--- src/rtl/core/hrav_pkg.sv ---
// ----------------------------------------------------------------------------
// hrav_pkg
// Shared types and constants for the heart rate interval averager.
// ----------------------------------------------------------------------------
`default_nettype none

package hrav_pkg;

   // Shared divider width: covers 60000 / interval and history sum / count.
   localparam int DIV_W = 16;
   localparam int DIV_CNT_W = $clog2(DIV_W + 1);

   localparam int AVG_DEPTH_DEF = 4;

   localparam int IR_W = 18;
   localparam int TIME_W = 32;
   localparam int INTERVAL_W = 16;
   localparam int RATE_W = 8;

   localparam logic [DIV_W-1:0] MS_PER_MINUTE = 16'd60000;

   // Configuration port
   localparam int CSR_IDX_W = 3;
   localparam int CSR_DATA_W = 18;

   localparam logic [CSR_IDX_W-1:0] CSR_SENSOR_ENABLED = 3'd0;
   localparam logic [CSR_IDX_W-1:0] CSR_FINGER_THRESHOLD = 3'd1;
   localparam logic [CSR_IDX_W-1:0] CSR_MIN_INTERVAL_MS = 3'd2;
   localparam logic [CSR_IDX_W-1:0] CSR_MAX_INTERVAL_MS = 3'd3;
   localparam logic [CSR_IDX_W-1:0] CSR_MIN_RATE_BPM = 3'd4;
   localparam logic [CSR_IDX_W-1:0] CSR_MAX_RATE_BPM = 3'd5;

   localparam logic RST_SENSOR_ENABLED = 1'b1;
   localparam logic [IR_W-1:0] RST_FINGER_THRESHOLD = 18'd50000;
   localparam logic [INTERVAL_W-1:0] RST_MIN_INTERVAL_MS = 16'd350;
   localparam logic [INTERVAL_W-1:0] RST_MAX_INTERVAL_MS = 16'd1400;
   localparam logic [RATE_W-1:0] RST_MIN_RATE_BPM = 8'd48;
   localparam logic [RATE_W-1:0] RST_MAX_RATE_BPM = 8'd160;

   typedef enum logic [2:0] {
      ST_IDLE,
      ST_EVAL,
      ST_RATE_DIV,
      ST_SUM,
      ST_MEAN_DIV,
      ST_FINISH
   } hrav_state_type;

   typedef struct packed {
      logic start;
      logic [DIV_W-1:0] dividend;
      logic [DIV_W-1:0] divisor;
   } hrav_div_req_type;

   typedef struct packed {
      logic busy;
      logic done;
      logic [DIV_W-1:0] quotient;
   } hrav_div_sts_type;

   typedef struct packed {
      logic push;
      logic clear;
   } hrav_hist_ctrl_type;

endpackage

`default_nettype wire

--- src/rtl/core/hrav_req_if.sv ---
// ----------------------------------------------------------------------------
// hrav_req_if
// Request channel: one poll with infrared sample, beat flag and time.
// ----------------------------------------------------------------------------
`default_nettype none

interface hrav_req_if;
   logic valid;
   logic ready;
   logic [hrav_pkg::IR_W-1:0] ir_sample;
   logic beat_seen;
   logic [hrav_pkg::TIME_W-1:0] time_ms;

   modport source (output valid, output ir_sample, output beat_seen, output time_ms,
                   input ready);
   modport sink (input valid, input ir_sample, input beat_seen, input time_ms,
                 output ready);
endinterface

`default_nettype wire

--- src/rtl/core/hrav_rsp_if.sv ---
// ----------------------------------------------------------------------------
// hrav_rsp_if
// Response channel: finger status, averaged rate and beat acceptance.
// ----------------------------------------------------------------------------
`default_nettype none

interface hrav_rsp_if;
   logic valid;
   logic ready;
   logic finger_detected;
   logic [hrav_pkg::RATE_W-1:0] heart_rate_bpm;
   logic beat_accepted;

   modport source (output valid, output finger_detected, output heart_rate_bpm,
                   output beat_accepted, input ready);
   modport sink (input valid, input finger_detected, input heart_rate_bpm,
                 input beat_accepted, output ready);
endinterface

`default_nettype wire

--- src/rtl/core/hrav_csr_if.sv ---
// ----------------------------------------------------------------------------
// hrav_csr_if
// Configuration write channel: register index and write data.
// ----------------------------------------------------------------------------
`default_nettype none

interface hrav_csr_if;
   logic valid;
   logic ready;
   logic [hrav_pkg::CSR_IDX_W-1:0] index;
   logic [hrav_pkg::CSR_DATA_W-1:0] data;

   modport source (output valid, output index, output data, input ready);
   modport sink (input valid, input index, input data, output ready);
endinterface

`default_nettype wire

--- src/rtl/core/heart_rate_interval_averager.sv ---
// ----------------------------------------------------------------------------
// heart_rate_interval_averager
// Beat interval to heart rate, averaged over a short history.
// ----------------------------------------------------------------------------
// Sequence: a request that evaluates no beat goes from evaluation straight to
//   the response register; a beat in the interval window makes one rate pass
//   through the 16-step divider and ends there if it fails the rate bounds;
//   a beat entering history then sums the history and makes a mean pass. Each
//   path can stall on the response. One request at a time: the next request
//   is taken no earlier than the cycle after the response register is loaded.
// Reset: synchronous; config registers take their documented defaults, the
//   state goes idle and the history fill count is cleared. No clearing pass.
// ----------------------------------------------------------------------------
`default_nettype none

module heart_rate_interval_averager #(
   parameter int AVG_DEPTH = hrav_pkg::AVG_DEPTH_DEF
) (
   input wire logic  clock,
   input wire logic  reset,
   hrav_req_if.sink  req_port,
   hrav_rsp_if.source rsp_port,
   hrav_csr_if.sink  csr_port
);

   localparam int SLOT_W = (AVG_DEPTH > 1) ? $clog2(AVG_DEPTH) : 1;
   localparam int CNT_W = $clog2(AVG_DEPTH + 1);
   localparam int SUM_W = $clog2(AVG_DEPTH * 255 + 1);
   localparam int W = hrav_pkg::DIV_W;
   localparam int TW = hrav_pkg::TIME_W;
   localparam int RW = hrav_pkg::RATE_W;

   // configuration
   logic sensor_enabled_ff;
   logic [hrav_pkg::IR_W-1:0] finger_threshold_ff;
   logic [hrav_pkg::INTERVAL_W-1:0] min_interval_ff;
   logic [hrav_pkg::INTERVAL_W-1:0] max_interval_ff;
   logic [RW-1:0] min_rate_ff;
   logic [RW-1:0] max_rate_ff;

   // latched request
   logic [hrav_pkg::IR_W-1:0] ir_ff;
   logic beat_ff;
   logic [TW-1:0] time_ff;

   // state
   hrav_pkg::hrav_state_type state_ff, state_in;
   logic [TW-1:0] last_beat_ff;
   logic finger_ff;
   logic [RW-1:0] rate_ff;
   logic accepted_ff;
   logic [SUM_W-1:0] sum_ff;
   logic [SLOT_W-1:0] idx_ff;

   // response register
   logic rsp_valid_ff;
   logic rsp_finger_ff;
   logic [RW-1:0] rsp_rate_ff;
   logic rsp_accepted_ff;

   hrav_pkg::hrav_div_req_type div_req;
   hrav_pkg::hrav_div_sts_type div_sts;
   hrav_pkg::hrav_hist_ctrl_type hist_ctrl;
   logic [RW-1:0] hist_rd_data;
   logic [CNT_W-1:0] fill_count;

   logic req_take;
   logic rsp_load;
   logic finger_now;
   logic [TW-1:0] delta;
   logic in_window;
   logic rate_ok;
   logic [SUM_W-1:0] sum_in;
   logic sum_last;

   always_comb begin
      finger_now = ir_ff > finger_threshold_ff;
      delta = time_ff - last_beat_ff;
      in_window = (delta > {16'd0, min_interval_ff}) && (delta < {16'd0, max_interval_ff});
      rate_ok = (div_sts.quotient >= {8'd0, min_rate_ff})
             && (div_sts.quotient <= {8'd0, max_rate_ff});
      sum_in = sum_ff + SUM_W'(hist_rd_data);
      sum_last = ((CNT_W'(idx_ff) + 1'b1) == fill_count);
   end

   // next state
   always_comb begin
      state_in = state_ff;
      unique case (state_ff)
         hrav_pkg::ST_IDLE: begin
            if (req_port.valid) state_in = hrav_pkg::ST_EVAL;
         end
         hrav_pkg::ST_EVAL: begin
            if (sensor_enabled_ff && finger_now && beat_ff && in_window) begin
               state_in = hrav_pkg::ST_RATE_DIV;
            end else begin
               state_in = hrav_pkg::ST_FINISH;
            end
         end
         hrav_pkg::ST_RATE_DIV: begin
            if (div_sts.done) begin
               state_in = rate_ok ? hrav_pkg::ST_SUM : hrav_pkg::ST_FINISH;
            end
         end
         hrav_pkg::ST_SUM: begin
            if (sum_last) state_in = hrav_pkg::ST_MEAN_DIV;
         end
         hrav_pkg::ST_MEAN_DIV: begin
            if (div_sts.done) state_in = hrav_pkg::ST_FINISH;
         end
         hrav_pkg::ST_FINISH: begin
            if (!rsp_valid_ff || rsp_port.ready) state_in = hrav_pkg::ST_IDLE;
         end
         default: state_in = hrav_pkg::ST_IDLE;
      endcase
   end

   // outputs
   always_comb begin
      req_take = 1'b0;
      rsp_load = 1'b0;
      div_req.start = 1'b0;
      div_req.dividend = hrav_pkg::MS_PER_MINUTE;
      div_req.divisor = delta[W-1:0];
      hist_ctrl.push = 1'b0;
      hist_ctrl.clear = 1'b0;
      unique case (state_ff)
         hrav_pkg::ST_IDLE: begin
            req_take = req_port.valid;
         end
         hrav_pkg::ST_EVAL: begin
            hist_ctrl.clear = sensor_enabled_ff && !finger_now;
            div_req.start = sensor_enabled_ff && finger_now && beat_ff && in_window;
         end
         hrav_pkg::ST_RATE_DIV: begin
            hist_ctrl.push = div_sts.done && rate_ok;
         end
         hrav_pkg::ST_SUM: begin
            div_req.start = sum_last;
            div_req.dividend = W'(sum_in);
            div_req.divisor = W'(fill_count);
         end
         hrav_pkg::ST_MEAN_DIV: begin
         end
         hrav_pkg::ST_FINISH: begin
            rsp_load = !rsp_valid_ff || rsp_port.ready;
         end
         default: begin
         end
      endcase
   end

   assign req_port.ready = (state_ff == hrav_pkg::ST_IDLE);
   assign csr_port.ready = 1'b1;

   always_ff @(posedge clock) begin
      if (reset) begin
         state_ff <= hrav_pkg::ST_IDLE;
         sensor_enabled_ff <= hrav_pkg::RST_SENSOR_ENABLED;
         finger_threshold_ff <= hrav_pkg::RST_FINGER_THRESHOLD;
         min_interval_ff <= hrav_pkg::RST_MIN_INTERVAL_MS;
         max_interval_ff <= hrav_pkg::RST_MAX_INTERVAL_MS;
         min_rate_ff <= hrav_pkg::RST_MIN_RATE_BPM;
         max_rate_ff <= hrav_pkg::RST_MAX_RATE_BPM;
         last_beat_ff <= '0;
         finger_ff <= 1'b0;
         rate_ff <= '0;
         accepted_ff <= 1'b0;
         rsp_valid_ff <= 1'b0;
      end else begin
         state_ff <= state_in;
         if (csr_port.valid) begin
            unique case (csr_port.index)
               hrav_pkg::CSR_SENSOR_ENABLED: sensor_enabled_ff <= csr_port.data[0];
               hrav_pkg::CSR_FINGER_THRESHOLD: finger_threshold_ff <= csr_port.data;
               hrav_pkg::CSR_MIN_INTERVAL_MS: min_interval_ff <= csr_port.data[15:0];
               hrav_pkg::CSR_MAX_INTERVAL_MS: max_interval_ff <= csr_port.data[15:0];
               hrav_pkg::CSR_MIN_RATE_BPM: min_rate_ff <= csr_port.data[7:0];
               hrav_pkg::CSR_MAX_RATE_BPM: max_rate_ff <= csr_port.data[7:0];
               default: begin
               end
            endcase
         end
         if (state_ff == hrav_pkg::ST_EVAL) begin
            accepted_ff <= 1'b0;
            if (sensor_enabled_ff) begin
               finger_ff <= finger_now;
               if (!finger_now) begin
                  rate_ff <= '0;
               end else if (beat_ff) begin
                  last_beat_ff <= time_ff;
               end
            end
         end
         if (state_ff == hrav_pkg::ST_MEAN_DIV && div_sts.done) begin
            rate_ff <= div_sts.quotient[RW-1:0];
            accepted_ff <= 1'b1;
         end
         if (rsp_load) begin
            rsp_valid_ff <= 1'b1;
         end else if (rsp_port.ready) begin
            rsp_valid_ff <= 1'b0;
         end
      end
      if (req_take) begin
         ir_ff <= req_port.ir_sample;
         beat_ff <= req_port.beat_seen;
         time_ff <= req_port.time_ms;
      end
      if (hist_ctrl.push) begin
         sum_ff <= '0;
         idx_ff <= '0;
      end else if (state_ff == hrav_pkg::ST_SUM) begin
         sum_ff <= sum_in;
         idx_ff <= idx_ff + 1'b1;
      end
      if (rsp_load) begin
         rsp_finger_ff <= finger_ff;
         rsp_rate_ff <= rate_ff;
         rsp_accepted_ff <= accepted_ff;
      end
   end

   assign rsp_port.valid = rsp_valid_ff;
   assign rsp_port.finger_detected = rsp_finger_ff;
   assign rsp_port.heart_rate_bpm = rsp_rate_ff;
   assign rsp_port.beat_accepted = rsp_accepted_ff;

   hrav_divider u_divider (
      .clock   (clock),
      .reset   (reset),
      .div_req (div_req),
      .div_sts (div_sts)
   );

   hrav_history #(
      .AVG_DEPTH (AVG_DEPTH)
   ) u_history (
      .clock      (clock),
      .reset      (reset),
      .ctrl       (hist_ctrl),
      .wr_data    (div_sts.quotient[RW-1:0]),
      .rd_idx     (idx_ff),
      .rd_data    (hist_rd_data),
      .fill_count (fill_count)
   );

   a_div_start_idle: assert property (@(posedge clock) disable iff (reset)
      div_req.start |-> !div_sts.busy)
      else $error("divider started while busy");

   a_sum_nonempty: assert property (@(posedge clock) disable iff (reset)
      state_ff == hrav_pkg::ST_SUM |-> fill_count != '0)
      else $error("history sum with empty fill");

   a_accept_needs_finger: assert property (@(posedge clock) disable iff (reset)
      rsp_valid_ff && rsp_accepted_ff |-> rsp_finger_ff)
      else $error("beat accepted without finger");

   a_no_finger_zero_rate: assert property (@(posedge clock) disable iff (reset)
      rsp_valid_ff && !rsp_finger_ff |-> rsp_rate_ff == '0)
      else $error("nonzero rate without finger");

   a_take_leaves_idle: assert property (@(posedge clock) disable iff (reset)
      req_take |=> state_ff == hrav_pkg::ST_EVAL)
      else $error("request taken but not evaluated");

endmodule

`default_nettype wire

--- src/rtl/core/hrav_divider.sv ---
// ----------------------------------------------------------------------------
// hrav_divider
// Restoring radix-2 divider, one quotient bit per cycle, shared by the
// rate and mean computations. Divisor is never zero at this block's use.
// ----------------------------------------------------------------------------
`default_nettype none

module hrav_divider (
   input  wire logic                       clock,
   input  wire logic                       reset,
   input  wire hrav_pkg::hrav_div_req_type div_req,
   output      hrav_pkg::hrav_div_sts_type div_sts
);

   localparam int W = hrav_pkg::DIV_W;
   localparam int CW = hrav_pkg::DIV_CNT_W;

   logic busy_ff, busy_in;
   logic done_ff, done_in;
   logic [CW-1:0] cnt_ff, cnt_in;
   logic [W-1:0] rem_ff, rem_in;
   logic [W-1:0] quo_ff, quo_in;
   logic [W-1:0] dsr_ff, dsr_in;

   logic [W:0] rem_shift;
   logic [W:0] diff;

   always_comb begin
      rem_shift = {rem_ff, quo_ff[W-1]};
      diff = rem_shift - {1'b0, dsr_ff};
   end

   always_comb begin
      busy_in = busy_ff;
      done_in = 1'b0;
      cnt_in = cnt_ff;
      rem_in = rem_ff;
      quo_in = quo_ff;
      dsr_in = dsr_ff;
      if (div_req.start) begin
         busy_in = 1'b1;
         cnt_in = '0;
         rem_in = '0;
         quo_in = div_req.dividend;
         dsr_in = div_req.divisor;
      end else if (busy_ff) begin
         if (diff[W]) begin
            rem_in = rem_shift[W-1:0];
            quo_in = {quo_ff[W-2:0], 1'b0};
         end else begin
            rem_in = diff[W-1:0];
            quo_in = {quo_ff[W-2:0], 1'b1};
         end
         cnt_in = cnt_ff + 1'b1;
         if (cnt_ff == CW'(W - 1)) begin
            busy_in = 1'b0;
            done_in = 1'b1;
         end
      end
   end

   always_ff @(posedge clock) begin
      if (reset) begin
         busy_ff <= 1'b0;
         done_ff <= 1'b0;
         cnt_ff <= '0;
      end else begin
         busy_ff <= busy_in;
         done_ff <= done_in;
         cnt_ff <= cnt_in;
      end
      rem_ff <= rem_in;
      quo_ff <= quo_in;
      dsr_ff <= dsr_in;
   end

   assign div_sts.busy = busy_ff;
   assign div_sts.done = done_ff;
   assign div_sts.quotient = quo_ff;

endmodule

`default_nettype wire

--- src/rtl/core/hrav_history.sv ---
// ----------------------------------------------------------------------------
// hrav_history
// Rate history: circular write slot, saturating fill count, one read port.
// ----------------------------------------------------------------------------
`default_nettype none

module hrav_history #(
   parameter int AVG_DEPTH = hrav_pkg::AVG_DEPTH_DEF,
   localparam int SLOT_W = (AVG_DEPTH > 1) ? $clog2(AVG_DEPTH) : 1,
   localparam int CNT_W = $clog2(AVG_DEPTH + 1)
) (
   input  wire logic                         clock,
   input  wire logic                         reset,
   input  wire hrav_pkg::hrav_hist_ctrl_type ctrl,
   input  wire logic [hrav_pkg::RATE_W-1:0]  wr_data,
   input  wire logic [SLOT_W-1:0]            rd_idx,
   output      logic [hrav_pkg::RATE_W-1:0]  rd_data,
   output      logic [CNT_W-1:0]             fill_count
);

   logic [hrav_pkg::RATE_W-1:0] hist_ff [AVG_DEPTH];
   logic [SLOT_W-1:0] slot_ff, slot_in;
   logic [CNT_W-1:0] fill_ff, fill_in;

   always_comb begin
      slot_in = slot_ff;
      fill_in = fill_ff;
      if (ctrl.clear) begin
         slot_in = '0;
         fill_in = '0;
      end else if (ctrl.push) begin
         slot_in = (slot_ff == SLOT_W'(AVG_DEPTH - 1)) ? '0 : slot_ff + 1'b1;
         if (fill_ff != CNT_W'(AVG_DEPTH)) begin
            fill_in = fill_ff + 1'b1;
         end
      end
   end

   always_ff @(posedge clock) begin
      if (reset) begin
         slot_ff <= '0;
         fill_ff <= '0;
      end else begin
         slot_ff <= slot_in;
         fill_ff <= fill_in;
      end
      if (ctrl.push && !ctrl.clear) begin
         hist_ff[slot_ff] <= wr_data;
      end
   end

   assign rd_data = hist_ff[rd_idx];
   assign fill_count = fill_ff;

endmodule

`default_nettype wire
--- src/flat_wrapper.sv ---
// flat-port wrapper written by rule: the top's interface ports become plain ports
module heart_rate_interval_averager_flat 
#(
   parameter int AVG_DEPTH = hrav_pkg::AVG_DEPTH_DEF
)
  (clock, reset, req_port_valid, req_port_ir_sample, req_port_beat_seen, req_port_time_ms, req_port_ready, rsp_port_valid, rsp_port_finger_detected, rsp_port_heart_rate_bpm, rsp_port_beat_accepted, rsp_port_ready, csr_port_valid, csr_port_index, csr_port_data, csr_port_ready);
  hrav_req_if req_port_i ();
  hrav_rsp_if rsp_port_i ();
  hrav_csr_if csr_port_i ();
  input wire logic clock;
  input wire logic reset;
  input wire logic [$bits(req_port_i.valid)-1:0] req_port_valid;
  input wire logic [$bits(req_port_i.ir_sample)-1:0] req_port_ir_sample;
  input wire logic [$bits(req_port_i.beat_seen)-1:0] req_port_beat_seen;
  input wire logic [$bits(req_port_i.time_ms)-1:0] req_port_time_ms;
  output wire logic [$bits(req_port_i.ready)-1:0] req_port_ready;
  output wire logic [$bits(rsp_port_i.valid)-1:0] rsp_port_valid;
  output wire logic [$bits(rsp_port_i.finger_detected)-1:0] rsp_port_finger_detected;
  output wire logic [$bits(rsp_port_i.heart_rate_bpm)-1:0] rsp_port_heart_rate_bpm;
  output wire logic [$bits(rsp_port_i.beat_accepted)-1:0] rsp_port_beat_accepted;
  input wire logic [$bits(rsp_port_i.ready)-1:0] rsp_port_ready;
  input wire logic [$bits(csr_port_i.valid)-1:0] csr_port_valid;
  input wire logic [$bits(csr_port_i.index)-1:0] csr_port_index;
  input wire logic [$bits(csr_port_i.data)-1:0] csr_port_data;
  output wire logic [$bits(csr_port_i.ready)-1:0] csr_port_ready;
  assign req_port_i.valid = req_port_valid;
  assign req_port_i.ir_sample = req_port_ir_sample;
  assign req_port_i.beat_seen = req_port_beat_seen;
  assign req_port_i.time_ms = req_port_time_ms;
  assign req_port_ready = req_port_i.ready;
  assign rsp_port_valid = rsp_port_i.valid;
  assign rsp_port_finger_detected = rsp_port_i.finger_detected;
  assign rsp_port_heart_rate_bpm = rsp_port_i.heart_rate_bpm;
  assign rsp_port_beat_accepted = rsp_port_i.beat_accepted;
  assign rsp_port_i.ready = rsp_port_ready;
  assign csr_port_i.valid = csr_port_valid;
  assign csr_port_i.index = csr_port_index;
  assign csr_port_i.data = csr_port_data;
  assign csr_port_ready = csr_port_i.ready;
  heart_rate_interval_averager #(.AVG_DEPTH(AVG_DEPTH)) u_core (.clock(clock), .reset(reset), .req_port(req_port_i), .rsp_port(rsp_port_i), .csr_port(csr_port_i));
endmodule
--- config.mk ---
export PLATFORM = sky130hd
export DESIGN_NAME = heart_rate_interval_averager_flat
export DESIGN_NICKNAME = d
export VERILOG_FILES = /design/src/rtl/core/hrav_pkg.sv /design/src/rtl/core/hrav_req_if.sv /design/src/rtl/core/hrav_rsp_if.sv /design/src/rtl/core/hrav_csr_if.sv /design/src/rtl/core/heart_rate_interval_averager.sv /design/src/rtl/core/hrav_divider.sv /design/src/rtl/core/hrav_history.sv /design/src/flat_wrapper.sv
export SDC_FILE = /design/constraint.sdc
export NUM_CORES = 1
export LEC_CHECK = 0
export ABC_CLOCK_PERIOD_IN_PS = 8750
export BUFFER_PORTS_ARGS = -buffer_cell sky130_fd_sc_hd__buf_2
export CORE_MARGIN = 2
export CORE_UTILIZATION = 23
export DETAILED_ROUTE_END_ITERATION = 7
export HOLD_SLACK_MARGIN = 0.12
export PLACE_DENSITY_LB_ADDON = 0.2
export SLEW_MARGIN = 30
export SYNTH_ARGS = -nofsm -noshare
export SYNTH_HDL_FRONTEND = slang
export SYNTH_SLANG_ARGS = --single-unit
--- constraint.sdc ---
create_clock -name clock -period 8.75 [get_ports clock]
set_input_delay 0.4375 -clock clock [delete_from_list [all_inputs] [get_ports clock]]
set_output_delay 0.4375 -clock clock [all_outputs]
set_load 0.01 [all_outputs]
# After elaboration in Yosys (flattened, before gate mapping)
# Memories as Yosys holds them, arrays and structs flattened. A register that Yosys moved wholly into a read port is not among the register bits.
# Index checks and enable logic that the tools add are counted.
op_classes:
  shift: 0
  n_lt_le_gt_ge: 5
  bitwise: 1
  addsub: 8
  n_reduce_logical: 33
  div_mod_pow: 0
  n_mul: 0
  n_mux: 35
  n_eq_ne: 20
ops:
  columns: ["cell", "n"]
  rows:
  - ["$mux 16", 3]
  - ["$gt 32x16->1", 1]
  - ["$lt 32x16->1", 1]
  - ["$mux 32", 1]
  - ["$mux 8", 4]
  - ["$sub 32x32->32", 1]
  - ["$mux 3", 7]
  - ["$gt 18x18->1", 1]
  - ["$pmux 3 s6", 1]
  - ["$sub 17x16->17", 1]
  - ["$ge 16x8->1", 1]
  - ["$le 16x8->1", 1]
  - ["$reduce_and 2->1", 8]
  - ["$mux 1", 15]
  - ["$eq 3x2->1 const B", 4]
  - ["$eq 3x3->1 const B", 4]
  - ["$add 10x8->10", 1]
  - ["$logic_and 1x1->1", 9]
  - ["$ne 2x2->1 const B", 4]
  - ["$reduce_bool 2->1", 4]
  - ["$eq 3x1->1 const B", 2]
  - ["$logic_not 3->1", 2]
  - ["$mux 2", 3]
  - ["$add 5x1->5 const B", 1]
  - ["17 further kinds", 22]
word_totals:
  latch_bits: 0
  mem_bits_ro: 0
  word_cells: 132
  output_inout_bits: 13
  ram_bits: 32
  memories: 1
  inputBits: 77
  register_bits: 246
memory_table:
  columns: ["name", "words", "word_bits", "rd", "rd_clocked_by_memory_dff", "write_ports", "line_no", "rtl"]
  rows:
  - ["u_core.u_history.hist_ff", 4, 8, 1, 1, 1, "hrav_history.sv:21", "logic [hrav_pkg::RATE_W-1:0] hist_ff [AVG_DEPTH];"]

# Depth between registers and ports, before layout
# Gate-level depths: netlist of run 1.
depth:
  ltp_word: 8
  depth_mapped: 24

# Hierarchy
# From an unflattened synthesis of run 1, not the netlist that was laid out.
hier_totals:
  hier_cells: 1559
  area_unflattened_um2: 14989.4
modules_own_cells:
  columns: ["module", "area_per_inst_um2", "cells_per_inst", "seq_area_each_um2", "instances"]
  rows:
  - ["heart_rate_interval_averager", 10466.3, 1190, 4334.2, 1]
  - ["hrav_divider", 3022.9, 291, 1421.4, 1]
  - ["hrav_history", 1500.2, 78, 1061.0, 1]

# Least setup slack after synthesis of run 1
# OpenSTA, ideal clock, no wires.
synth_timing:
  path_type: "flip-flop to flip-flop"
  start: "register u_core.time_ff[0]"
  end: "register u_core.u_divider.quo_ff[0], enable pin"
  path_stages_with_launch: 21
  path_buffers: 0
  synth_period_minus_slack_ns: 4.781
  t_arrival_ns: 4.409
  slack_ns: 3.969
  path_cell_list: "edfxtp_1 -> inv_1 -> ha_1 -> fa_1 -> nand2b_1 -> a21oi_1 -> o211a_1 -> o31a_4 -> a31oi_4 -> xnor2_1 -> ha_1 -> nand4_1 -> nor4_1 -> o21ai_0 -> o211ai_1 -> o2111ai_1 -> nor4_1 -> nand4_1 -> or4_4 -> nor4_4 -> or3_1"
synth_between:
  elab_chain_cells: 6
  word_cells_on_any_way: 7
synth_lines:
  columns: ["element", "line_no", "rtl"]
  rows:
  - ["from (decl)", "heart_rate_interval_averager.sv:44", "logic [TW-1:0] time_ff;"]
  - ["from (signal assigned)", "heart_rate_interval_averager.sv:208", "time_ff <= req_port.time_ms;"]
  - ["$sub 32x32->32 (*)", "heart_rate_interval_averager.sv:78", "delta = time_ff - last_beat_ff;"]
  - ["via u_core.delta[14]", "heart_rate_interval_averager.sv:70", "logic [TW-1:0] delta;"]
  - ["$gt 32x16->1 / $lt 32x16->1 (equally long branches)", "heart_rate_interval_averager.sv:79", "in_window = (delta > {16'd0, min_interval_ff}) && (delta < {16'd0, max_interval_ff});"]
  - ["$logic_and 1x1->1 (*)", "heart_rate_interval_averager.sv:79", null]
  - ["$logic_and 1x1->1 (*)", "heart_rate_interval_averager.sv:133", "div_req.start = sensor_enabled_ff && finger_now && beat_ff && in_window;"]
  - ["$pmux 1 s2 (*)", "heart_rate_interval_averager.sv:127", "unique case (state_ff)"]
  - ["$reduce_bool 2->1 (no source line) (*)", null, null]
  - ["to (signal assigned)", "hrav_divider.sv:73", "quo_ff <= quo_in;"]
  - ["to (decl)", "hrav_divider.sv:22", "logic [W-1:0] quo_ff, quo_in;"]
# The timed path passes the listed nets; every way through them passes the cells marked *.
# A chain may end at the register's enable or synchronous reset.

# Worst setup path in the final report of run 1
layout_timing:
  start: "register u_core.time_ff[0]"
  end: "register u_core.u_divider.dsr_ff[5], enable pin"
layout_between:
  elab_chain_cells: 5
  word_cells_on_any_way: 6
layout_lines:
  columns: ["element", "line_no", "rtl"]
  rows:
  - ["$sub 32x32->32 (*)", "heart_rate_interval_averager.sv:78", null]
  - ["via u_core.delta[14]", "heart_rate_interval_averager.sv:70", null]
  - ["$gt 32x16->1 / $lt 32x16->1 (equally long branches)", "heart_rate_interval_averager.sv:79", null]
  - ["$logic_and 1x1->1 (*)", "heart_rate_interval_averager.sv:79", null]
  - ["$logic_and 1x1->1 (*)", "heart_rate_interval_averager.sv:133", null]
  - ["$pmux 1 s2 (*)", "heart_rate_interval_averager.sv:127", null]
  - ["to (signal assigned)", "hrav_divider.sv:74", "dsr_ff <= dsr_in;"]
  - ["to (decl)", "hrav_divider.sv:23", "logic [W-1:0] dsr_ff, dsr_in;"]
# Marked as above.

==> flow_metrics.py, run 1 <==
metrics = {
    "outcome": {
        "status": "complete, no violations",
    },
    "logic_synthesis": {
        "syn-num-nets": 1790,
        "yosys-top-cells-area": "edfxtp_1, dfxtp_1, ha_1",
        "synthCells": 1581,
        "ys_types": 73,
        "syn-cell-area_mm2": 0.0150,
        "seq_area_frac_synth_pct": 45.7,
        "ys.warnings.count": 0,
        "yosys.area.top_type": "edfxtp_1",
        "ys_seq_elements": 280,
        "yosysTopAreaCellShare_pct": 25.0,
        "synth-edff-count": 125,
        "ys.flop_type": "dfxtp_1",
        "syn_avg_cell_area_um2": 9.48,
        "synthArstFlopShare_pct": 0,
    },
    "final_layout": {
        "final_common_cell": "nand2_1",
        "area_growth_pct": 20.5,
        "final_cell_mix": "nand2_1, dfxtp_1, inv_1, a21oi_1, ha_1",
        "insertedDiodeCount": 0,
        "fin_nets": 1913,
        "final_cells": 2587,
        "layout-drive-gt1-share_pct": 10.7,
    },
    "global_route": {
        "grt_max_degree": 62,
        "overflow": 0,
        "antenna_found_initial": 1,
        "grt_pass1_vias": 11300,
        "globalRouteTotalUtil_pct": 12.5,
        "grt_pass1_wl_um": 66000,
    },
    "drt": {
        "drtIter0Drc": 660,
        "finalWirelength_um": 42000,
        "avgRoutedWirePerCell_um": 16.2,
        "drc": 0,
        "via_per_inst": 4.46,
        "dr_total_vias": 11500,
        "dr.pass1.iters": 7,
        "final_antenna_net_count": 0,
    },
    "clocking": {
        "clkSinkCount": 280,
        "clkTransAtPathRegs_ns": 0.06,
        "cts_tree": "yes",
        "clock_latency_ns": 0.57,
        "post_cts_buffers": 0,
        "clockBufferDepth": 3,
        "ctsHoldBuffers": 50,
        "post_cts_resized": 0,
        "root_buffer": "clkbuf_16",
        "numCtsBuffers": 36,
        "htreeDepth": 2,
    },
    "setup_path": {
        "arrival_ns": 6.60,
        "reg2reg_depth": 21,
        "regToRegStartpoint": "u_core.time_ff[0]",
        "worst-path-max-fanout": 27,
        "rrSetupSlack_ns": 2.36,
        "critPathLaunchType": "flop",
        "r2r-end": "u_core.u_divider.dsr_ff[5]",
        "cp-end-kind": "flop",
        "crit_required_ns": 8.95,
        "path_class": "flop to flop",
    },
    "timing": {
        "rsz0062_at_grt": "no",
        "max_slew_margin_pct": 34.8,
        "fin_crit_ns": 6.39,
        "tns_ns": 0,
        "max_freq_mhz": 156,
        "finalHoldViolCount": 0,
        "finalMaxSlewViolations": 0,
        "skew_ns": 0.0410,
        "worst_pin_slew_ns": 0.971,
        "min_period_over_period_pct": 73.0,
        "report.final.setup_viol": 0,
    },
    "worst_hold_path": {
        "worstHoldPathCells": 3,
        "worstHoldStart": "csr_port_data[15]",
        "hold_path_end": "u_core.max_interval_ff[15]",
        "worstHoldPathType": "primary input to flop",
    },
    "floorplanning": {
        "die_area_mm2": 0.0673,
        "die_h_um": 259,
        "die_w_um": 259,
        "start_util_pct": 23.3,
        "coreArea_mm2": 0.0645,
        "rows": 93,
        "ios": 90,
    },
    "power_and_ir_drop": {
        "swShare_pct": 29.9,
        "p_switching_mw": 1.11,
        "pwr-share-comb_pct": 19.6,
        "power.density_mw_per_mm2": 205,
        "ir_drop_v": 0.000112,
        "seq_power_share_pct": 39.6,
        "p_int_mw": 2.60,
        "p_leak_nw": 7.13,
        "power.share.clock_pct": 40.8,
    },
    "run": {
        "cap_violations": 0,
    },
    "placed_design": {
        "gp_congestion": 0.861,
        "dp.cells": 2470,
        "port_buffers": 88,
        "place_hpwl_um": 30900,
    },
}
cells by family (layout without fill, tap and decap cells):
logic type,count (synthesis),in the layout,synth area share (%)
XOR/XNOR,45,45,2.68
buffers and inverters,207,358,5.37
other,1,1,0.0250
AO/OA/AOI/OAI,355,355,15.1
multiplexers,54,54,4.29
flip-flops,280,280,45.7
AND/OR/NAND/NOR,507,507,15.7
adder cells (fa/ha/maj),132,132,11.2
registers in the layout, summed over array words and instances (netlist names), 2 cells and up, named ones only:
signal                          count
u_core.sum_ff                      10
u_core.min_interval_ff             16
u_core.max_interval_ff             16
u_core.u_divider.quo_ff            16
u_core.idx_ff                       2
u_core.time_ff                     32
u_core.ir_ff                       18
u_core.u_divider.dsr_ff            16
u_core.u_history.hist_ff           32
u_core.u_history.slot_ff            2
u_core.u_history.fill_count         3
u_core.rsp_port.heart_rate_bpm      8
u_core.last_beat_ff                32
u_core.min_rate_ff                  8
u_core.rate_ff                      8
u_core.state_ff                     3
u_core.max_rate_ff                  8
u_core.u_divider.cnt_ff             5
u_core.finger_threshold_ff         18
u_core.u_divider.rem_ff            16
stage by stage:
| step | util [%] | instance area [um2] | power (mW) | hold WS [ns] | setup slack, ns |
|---|---|---|---|---|---|
| floorplan | - | 15000 | 1.98 | 0.408 | 3.97 |
| global placement | 25.3 | 16300 | 2.21 | 0.419 | 2.56 |
| detailed placement | 25.4 | 16300 | 2.21 | 0.420 | 2.36 |
| CTS | 28.0 | 18100 | 3.77 | 0.123 | 2.31 |
| global route | 28.0 | 18100 | 3.91 | 0.136 | 1.79 |
| finish | 28.0 | 18100 | 3.71 | 0.157 | 2.36 |
per-layer routing:
metal	GRT usage (%)	up-vias	share of wire [%]
met2	21.5	152	49
li1	-	5832	-
met5	0	-	0.031
met4	3.07	2	1.8
met1	16.2	5508	46
met3	2.09	49	3.0
worst max path at each step:
stage,from,endpoint,slack [ns],cells past startpoint
finish,u_core.time_ff[0],u_core.u_divider.dsr_ff[5],2.36,21
floorplan,u_core.time_ff[0],u_core.u_divider.quo_ff[0],3.97,20
detailed placement,u_core.time_ff[2],u_core.u_divider.dsr_ff[6],2.36,21
CTS,u_core.time_ff[0],u_core.u_divider.dsr_ff[5],2.31,21
global route,u_core.time_ff[2],u_core.u_divider.dsr_ff[5],1.79,21
global placement,u_core.time_ff[3],u_core.u_divider.dsr_ff[9],2.56,21
power by group through the flow:
stage	clock network, mW	registers (mW)	logic (mW)
2_1_floorplan	0	1.48	0.490
3_3_place_gp	0	1.50	0.711
3_5_place_dp	0	1.50	0.714
4_1_cts	1.57	1.47	0.736
5_1_grt	1.62	1.48	0.815
6_report	1.51	1.47	0.727
worst max-delay path, cell delays in order, from the launching register on:
cell and delay [ns]:
edfxtp_1 0.33, inv_1 0.05, ha_1 0.20, fa_1 0.40
nand2b_1 0.18, a21oi_1 0.19, o211a_1 0.28, o31a_4 0.22
a31oi_4 0.10, xnor2_1 0.20, ha_1 0.35, nand4_1 0.14
nor4_1 0.40, o21ai_0 0.15, o211ai_1 0.12, o2111ai_1 0.15
nor4_1 0.19, nand4_1 0.12, or4_4 0.47, nor4_4 0.75
or2_1 0.60, buf_4 0.42
cell usage after synthesis (5+ instances only):
cell and count:
nand3_1 36, buf_2 5, xor2_1 18, a21o_1 30, a31oi_1 6, nand2b_1 17
o21a_1 15, o21bai_1 6, o2111ai_1 6, nor2_1 114, nor4_1 5, clkbuf_1 51
ha_1 129, nand2_1 206, o31ai_1 14, o21ai_0 49, nand4_1 13, nor3_1 34
o211ai_1 38, dfxtp_1 155, and3_1 9, inv_1 142, o21ai_1 5, mux2i_1 44
edfxtp_1 125, a21oi_1 135, and2_1 24, a211oi_1 13, nor2b_1 16, mux4_2 8
xnor2_1 26, or3_1 8, nand3b_1 6
area by class of cell:
class                      instances  area (um2)
tap                              855        1070
timing repair buffer             149        1030
sequential                       280        6860
clock buffer                      44         961
clock inverter                    22         248
fill                            6856       46400
multi-input combinational       1094        7360
inverter                         143         538
(Power assumes the default switching activity.)
==> inputs of run 2 (changes only) <==
--- a/config.mk
+++ b/config.mk
@@ -5,7 +5,8 @@
 export SDC_FILE = /design/constraint.sdc
 export NUM_CORES = 1
 export LEC_CHECK = 0
-export ABC_CLOCK_PERIOD_IN_PS = 8750
+export ABC_AREA = 1
+export ABC_CLOCK_PERIOD_IN_PS = 6100
 export BUFFER_PORTS_ARGS = -buffer_cell sky130_fd_sc_hd__buf_2
 export CORE_MARGIN = 2
 export CORE_UTILIZATION = 23
==> constraint.sdc (replaced) <==
create_clock -name clock -period 6.1 [get_ports clock]
set_input_delay 0.305 -clock clock [delete_from_list [all_inputs] [get_ports clock]]
set_output_delay 0.305 -clock clock [all_outputs]
set_load 0.01 [all_outputs]
==> run 2 against run 1 <==
Net effect: via count rose by 10%; critical endpoint is now u_core.u_divider.quo_ff[8]; sequential cell count stayed put; worst hold slack better by 0.0031 ns; area after synthesis rose by 3.2%; clock power up 50%; clock-buffer cell count decreased by 1; critical path depth increased by 4; clock skew down 0.0098 ns; utilization up 0.18 points; highest routed layer is now met4; largest power group unchanged.
==> flow_metrics.py, run 2 <==
metrics = {
    "outcome": {
        "status": "complete, no violations",
    },
    "setup_path": {
        "critPathLaunchType": "flop",
        "max_stage_delay_ns": 0.55,
        "path_class": "flop to flop",
        "cp-end-kind": "flop",
        "crit_top_cell": "nand2_1",
        "worst_path_max_delay_cell": "nand2_1",
        "arrival_ns": 4.76,
        "worst-path-max-fanout": 21,
        "crit_required_ns": 6.27,
    },
    "clocking": {
        "root_buffer": "clkbuf_16",
        "post_cts_buffers": 0,
        "htreeDepth": 2,
        "post_cts_resized": 0,
        "clock_latency_ns": 0.57,
        "numCtsBuffers": 35,
        "cts_tree": "yes",
        "clockBufferDepth": 3,
        "clkTransAtPathRegs_ns": 0.06,
        "clkSinkCount": 280,
    },
    "final_layout": {
        "fin_nets": 2283,
        "regArea_mm2": 0.00686,
        "final_cell_mix": "nand2_1, inv_1, a21oi_1, dfxtp_1, nor2_1",
        "reg.largest.list": "u_core.last_beat_ff x32, u_core.time_ff x32, u_core.u_history.hist_ff x32",
        "multi_input_area_mm2": 0.00726,
        "area_growth_pct": 21.9,
        "final_common_cell": "nand2_1",
        "n_fill_cell": 7193,
        "final_area_mm2": 0.0189,
        "insertedDiodeCount": 0,
        "postLayoutCoreUtil_pct": 28.2,
        "layout-drive-gt1-share_pct": 11.1,
        "final_cells": 2974,
    },
    "placed_design": {
        "place_hpwl_um": 31900,
        "gp_congestion": 0.855,
        "dp_slack_ns": 1.51,
        "dp.cells": 2837,
        "place_area_mm2": 0.0169,
        "port_buffers": 88,
    },
    "global_route": {
        "grt_max_degree": 65,
        "grt_pass1_vias": 12700,
        "grt_pass1_wl_um": 68100,
        "overflow": 0,
        "antenna_found_initial": 2,
        "globalRouteTotalUtil_pct": 12.2,
    },
    "logic_synthesis": {
        "synth_top_family_by_area": "simple AND/OR/NAND/NOR gates",
        "syn-cell-area_mm2": 0.0155,
        "syn_avg_cell_area_um2": 8.08,
        "ys_types": 55,
        "yosys-top-cells-area": "edfxtp_1, dfxtp_1, ha_1",
        "synthArstFlopShare_pct": 0,
        "muxShareOfSynthArea_pct": 0.0647,
        "yosysMostFrequentCell": "nand2_1",
        "ys.warnings.count": 0,
        "synth-edff-count": 125,
        "yosysTopAreaCellShare_pct": 24.2,
        "ys_seq_elements": 280,
        "ys.flop_type": "dfxtp_1",
        "synth_compound_area_share_pct": 14.0,
        "synth_xor_area_share_pct": 2.32,
        "synthCells": 1917,
        "synthAdderAreaFrac_pct": 10.8,
        "syn-num-nets": 2126,
        "seq_area_frac_synth_pct": 44.3,
        "synth-simple-area-share_pct": 19.6,
        "synthTopCellsByCount": "nand2_1, inv_1, a21oi_1",
        "yosys.area.top_type": "edfxtp_1",
    },
    "drt": {
        "drtIter0Drc": 635,
        "final_antenna_net_count": 0,
        "dr_wl_met3_um": 1400,
        "dr_total_vias": 12700,
        "wl_met1_um": 19000,
        "top_layer": "met4",
        "dr.pass1.iters": 5,
        "via_per_inst": 4.27,
        "drc": 0,
        "finalWirelength_um": 42500,
        "dr_wl_met2_um": 21000,
        "avgRoutedWirePerCell_um": 14.3,
    },
    "floorplanning": {
        "start_util_pct": 23.1,
        "ios": 90,
        "die_w_um": 263,
        "rows": 95,
        "die_area_mm2": 0.0694,
        "die_h_um": 263,
        "coreArea_mm2": 0.0669,
    },
    "timing": {
        "finalHoldViolCount": 0,
        "fin_hold_ws_ns": 0.160,
        "worst_slack_ns": 1.51,
        "min_period_over_period_pct": 75.2,
        "report.final.setup_viol": 0,
        "fin_crit_ns": 4.59,
        "max_slew_margin_pct": 43.6,
        "finalMaxSlewViolations": 0,
        "rsz0062_at_grt": "no",
        "max_freq_mhz": 218,
        "tns_ns": 0,
        "skew_ns": 0.0312,
        "worst_pin_slew_ns": 0.844,
    },
    "power_and_ir_drop": {
        "ir_drop_v": 0.000201,
        "power.density_mw_per_mm2": 316,
        "p_leak_nw": 8.11,
        "total_power_mw": 5.97,
    },
    "run": {
        "cap_violations": 0,
    },
    "worst_hold_path": {
        "worstHoldPathType": "primary input to flop",
    },
}
==> run 2: cell count changes in the layout (fill, tap and decap cells not counted), moves of 22 or more <==
cell / before / now
nand3_1: 36 / 70
o21ai_0: 49 / 127
a21oi_1: 135 / 191
nor3_1: 32 / 10
dlygate4sd3_1: 51 / 73
nand2_1: 205 / 397
a21o_1: 30 / 5
nor2_1: 114 / 147
inv_1: 142 / 290
mux2i_1: 44 / 1
==> run 2: layout make-up <==
cell class                      instances  share of cell area, %
Multi-Input combinational cell       1279                   38.5
Sequential cell                       280                   36.3
Timing Repair Buffer                  170                   6.56
Inverter                              308                   6.14
Tap cell                              873                   5.79
Clock buffer                           43                   5.07
Clock inverter                         21                   1.63
==> run 2: path summary, 6_finish.rpt <==
path	slack (ns)	end	from	cells past startpoint
setup / recovery	1.51	u_core.u_divider.quo_ff[8]	u_core.time_ff[0]	25
hold / removal	0.16	u_core.accepted_ff	reset	2
setup reg to reg	1.51	u_core.u_divider.quo_ff[8]	u_core.time_ff[0]	25
hold reg to reg	0.43	u_core.rsp_port.heart_rate_bpm[1]	u_core.rate_ff[1]	0
==> run 2: metal layers <==
metal	global-route usage (%)	vias up
met3	1.84	64
met4	4.06	0
met5	0	-
met1	14.9	5849
li1	-	6630
met2	21.9	157
==> run 2: logic make-up after synthesis <==
logic type               count (synthesis)
AO/OA/AOI/OAI                          395
other                                    1
XOR/XNOR                                41
multiplexers                             1
adder cells (fa/ha/maj)                132
flip-flops                             280
buffers and inverters                  358
AND/OR/NAND/NOR                        709
==> run 2: repair_timing <==
| item | in CTS | in global routing |
|---|---|---|
| endpoints found under the hold margin | 110 | 0 |
| endpoints found under the setup margin | 0 | 0 |
| hold buffers | 73 | 0 |
==> run 2: report_power, final <==
group	internal (mW)	switching, mW
Clock	1.39	0.884
Sequential	2.11	0.0475
Combinational	0.525	1.02
==> run 2: worst max-delay path: cells and delay by family, from the launching register on <==
family	cells	cell delay (ns)
AOI/OAI and AO/OA	1	0.13
xor gates and xnor gates	1	0.36
adders and majority gates	3	0.93
buffers and inverters	3	0.26
DFF	1	0.32
and+or+nand+nor	17	2.20
==> inputs of run 3 (changes only) <==
--- a/config.mk
+++ b/config.mk
@@ -5,8 +5,8 @@
 export SDC_FILE = /design/constraint.sdc
 export NUM_CORES = 1
 export LEC_CHECK = 0
-export ABC_AREA = 1
-export ABC_CLOCK_PERIOD_IN_PS = 6100
+export ABC_AREA = 0
+export ABC_CLOCK_PERIOD_IN_PS = 4770
 export BUFFER_PORTS_ARGS = -buffer_cell sky130_fd_sc_hd__buf_2
 export CORE_MARGIN = 2
 export CORE_UTILIZATION = 23
==> constraint.sdc (replaced) <==
create_clock -name clock -period 4.77 [get_ports clock]
set_input_delay 0.2385 -clock clock [delete_from_list [all_inputs] [get_ports clock]]
set_output_delay 0.2385 -clock clock [all_outputs]
set_load 0.01 [all_outputs]
==> run 3 against run 2 <==
Net effect: the flow now finishes with violations (setup timing); via count decreased by 5.5%; die area shrank 3.1%; clock-buffer cell count up 8; critical path depth decreased by 2; clock power increased by 17%; utilization rose by 1.7 points.
==> flow_metrics.py, run 3 (synthesis results as in run 1) <==
metrics = {
    "setup_path": {
        "worst_path_max_delay_cell": "or4_4",
        "crit_required_ns": 5.21,
        "path_class": "flop to flop",
        "max_stage_delay_ns": 0.46,
        "crit_buf_inv": 4,
        "crit_top_cell": "nand4_1",
        "worst-path-max-fanout": 7,
        "critPathLaunchType": "flop",
        "cp-end-kind": "flop",
        "arrival_ns": 5.30,
        "cp_top_family": "simple AND/OR/NAND/NOR gates",
        "crit_chain": "inv_2 -> ha_4 -> fa_2 -> nand2b_4 -> a21oi_4 -> o211a_1 -> o31a_4 -> buf_4 -> xor2_4 -> ha_1 -> nand4_1 -> nor4_2 -> o21ai_1 -> o211ai_1 -> o2111ai_1 -> nor4_1 -> nand4_1 -> or4_4 -> nor4_4 -> or2_4 -> buf_6 -> clkbuf_16 -> nor3_2",
    },
    "placed_design": {
        "port_buffers": 88,
        "place_area_mm2": 0.0168,
        "place_hpwl_um": 31800,
        "gp_congestion": 0.876,
    },
    "floorplanning": {
        "rows": 93,
        "ios": 90,
        "coreArea_mm2": 0.0645,
        "die_w_um": 259,
        "start_util_pct": 23.3,
        "die_area_mm2": 0.0673,
        "die_h_um": 259,
    },
    "final_layout": {
        "layout-drive-gt1-share_pct": 16.6,
        "final_area_mm2": 0.0193,
        "fin_nets": 2010,
        "final_cell_mix": "nand2_1, dfxtp_1, inv_1, a21oi_1",
        "reg.largest.list": "u_core.last_beat_ff x32, u_core.time_ff x32, u_core.u_history.hist_ff x32",
        "final_common_cell": "nand2_1",
        "area_growth_pct": 28.4,
    },
    "drt": {
        "via_per_inst": 4.47,
        "drc": 0,
        "dr_total_vias": 12000,
        "avgRoutedWirePerCell_um": 15.9,
        "dr.pass1.iters": 5,
        "finalWirelength_um": 42700,
        "final_antenna_net_count": 0,
        "drtIter0Drc": 525,
    },
    "global_route": {
        "antenna_found_initial": 2,
        "grt_pass1_wl_um": 67100,
        "globalRouteTotalUtil_pct": 12.6,
        "grt_pass1_vias": 12100,
        "grt_max_degree": 67,
        "overflow": 0,
    },
    "timing": {
        "worst_slack_ns": -0.0976,
        "rsz0062_at_grt": "yes",
        "fin_hold_ws_ns": 0.167,
        "max_freq_mhz": 205,
        "finalMaxSlewViolations": 0,
        "min_period_over_period_pct": 102,
        "max_slew_margin_pct": 39.6,
        "fin_crit_ns": 4.87,
        "finalHoldViolCount": 0,
        "worst_pin_slew_ns": 0.897,
        "skew_ns": 0.0299,
        "report.final.setup_viol": 61,
    },
    "outcome": {
        "status": "complete, but fails checks",
        "violations": "setup timing",
    },
    "clocking": {
        "clkTransAtPathRegs_ns": 0.06,
        "clock_latency_ns": 0.57,
        "clockBufferDepth": 3,
        "root_buffer": "clkbuf_16",
        "numCtsBuffers": 35,
        "cts_tree": "yes",
        "clkSinkCount": 280,
        "htreeDepth": 2,
    },
    "run": {
        "cap_violations": 0,
    },
    "power_and_ir_drop": {
        "ir_drop_v": 0.000272,
        "p_leak_nw": 7.66,
        "power.density_mw_per_mm2": 362,
    },
    "worst_hold_path": {
        "worstHoldPathType": "primary input to flop",
    },
}
[run 3: where the power goes]
part	internal (mW)	switching, mW
Combinational	0.706	0.905
Sequential	2.64	0.0609
Clock	1.57	1.08
Total	4.91	2.05
[run 3: path summary, 6_finish.rpt]
| check | cells after the start | from | endpoint | slack (ns) |
|---|---|---|---|---|
| setup / recovery | 23 | u_core.time_ff[0] | u_core.u_divider.rem_ff[14] | -0.1 |
| hold / removal | 4 | csr_port_index[2] | u_core.sensor_enabled_ff | 0.17 |
| setup reg to reg | 23 | u_core.time_ff[0] | u_core.u_divider.rem_ff[14] | -0.1 |
| hold reg to reg | 0 | u_core.rate_ff[1] | u_core.rsp_port.heart_rate_bpm[1] | 0.43 |
[run 3: routing by layer]
metal / wire [um] / part of all wire [%] / track usage [%] / vias up
li1: - / - / - / 6025
met4: 1140 / 2.7 / 4.42 / 0
met5: 0 / 0 / 0 / -
met1: 19400 / 45 / 16.0 / 5727
met2: 20700 / 49 / 21.8 / 187
met3: 1430 / 3.3 / 1.96 / 64
[run 3: tightest hold or removal path, cell delays in order]
cell and delay, ns:
buf_2 0.19, nor4b_1 0.10, mux2i_1 0.11, nand2_1 0.06
[run 3: metrics by stage]
stage	total power, mW	utilization [%]	setup TNS (ns)	setup slack (ns)	instances
2_1_floorplan	3.62	-	0	0.0398	1581
3_3_place_gp	4.19	26.0	-7.41	-0.203	2529
3_5_place_dp	4.21	26.1	-19.98	-0.379	2529
4_1_cts	7.02	29.3	-5.61	-0.136	2673
5_1_grt	7.34	29.9	-20.75	-0.350	2683
6_report	6.96	29.9	-3.53	-0.0976	2683
[run 3: final cells by class]
| cell class | instances | area [um2] |
|---|---|---|
| Sequential cell | 280 | 6860 |
| Antenna cell | 1 | 2.50 |
| Multi-Input combinational cell | 1095 | 7700 |
| Timing Repair Buffer | 246 | 1920 |
| Inverter | 143 | 537 |
| Tap cell | 855 | 1070 |
| Clock inverter | 12 | 173 |
| Clock buffer | 51 | 986 |
| Fill cell | 6843 | 45200 |
[run 3: timing repair]
action | in CTS | in global routing
setup buffers | 7 | 7
pin swaps | 14 | 27
endpoints found under the hold margin | 139 | 0
gates cloned | 2 | 2
endpoints found under the setup margin | 74 | 74
hold buffers | 73 | 0
gates resized for setup | 26 | 58
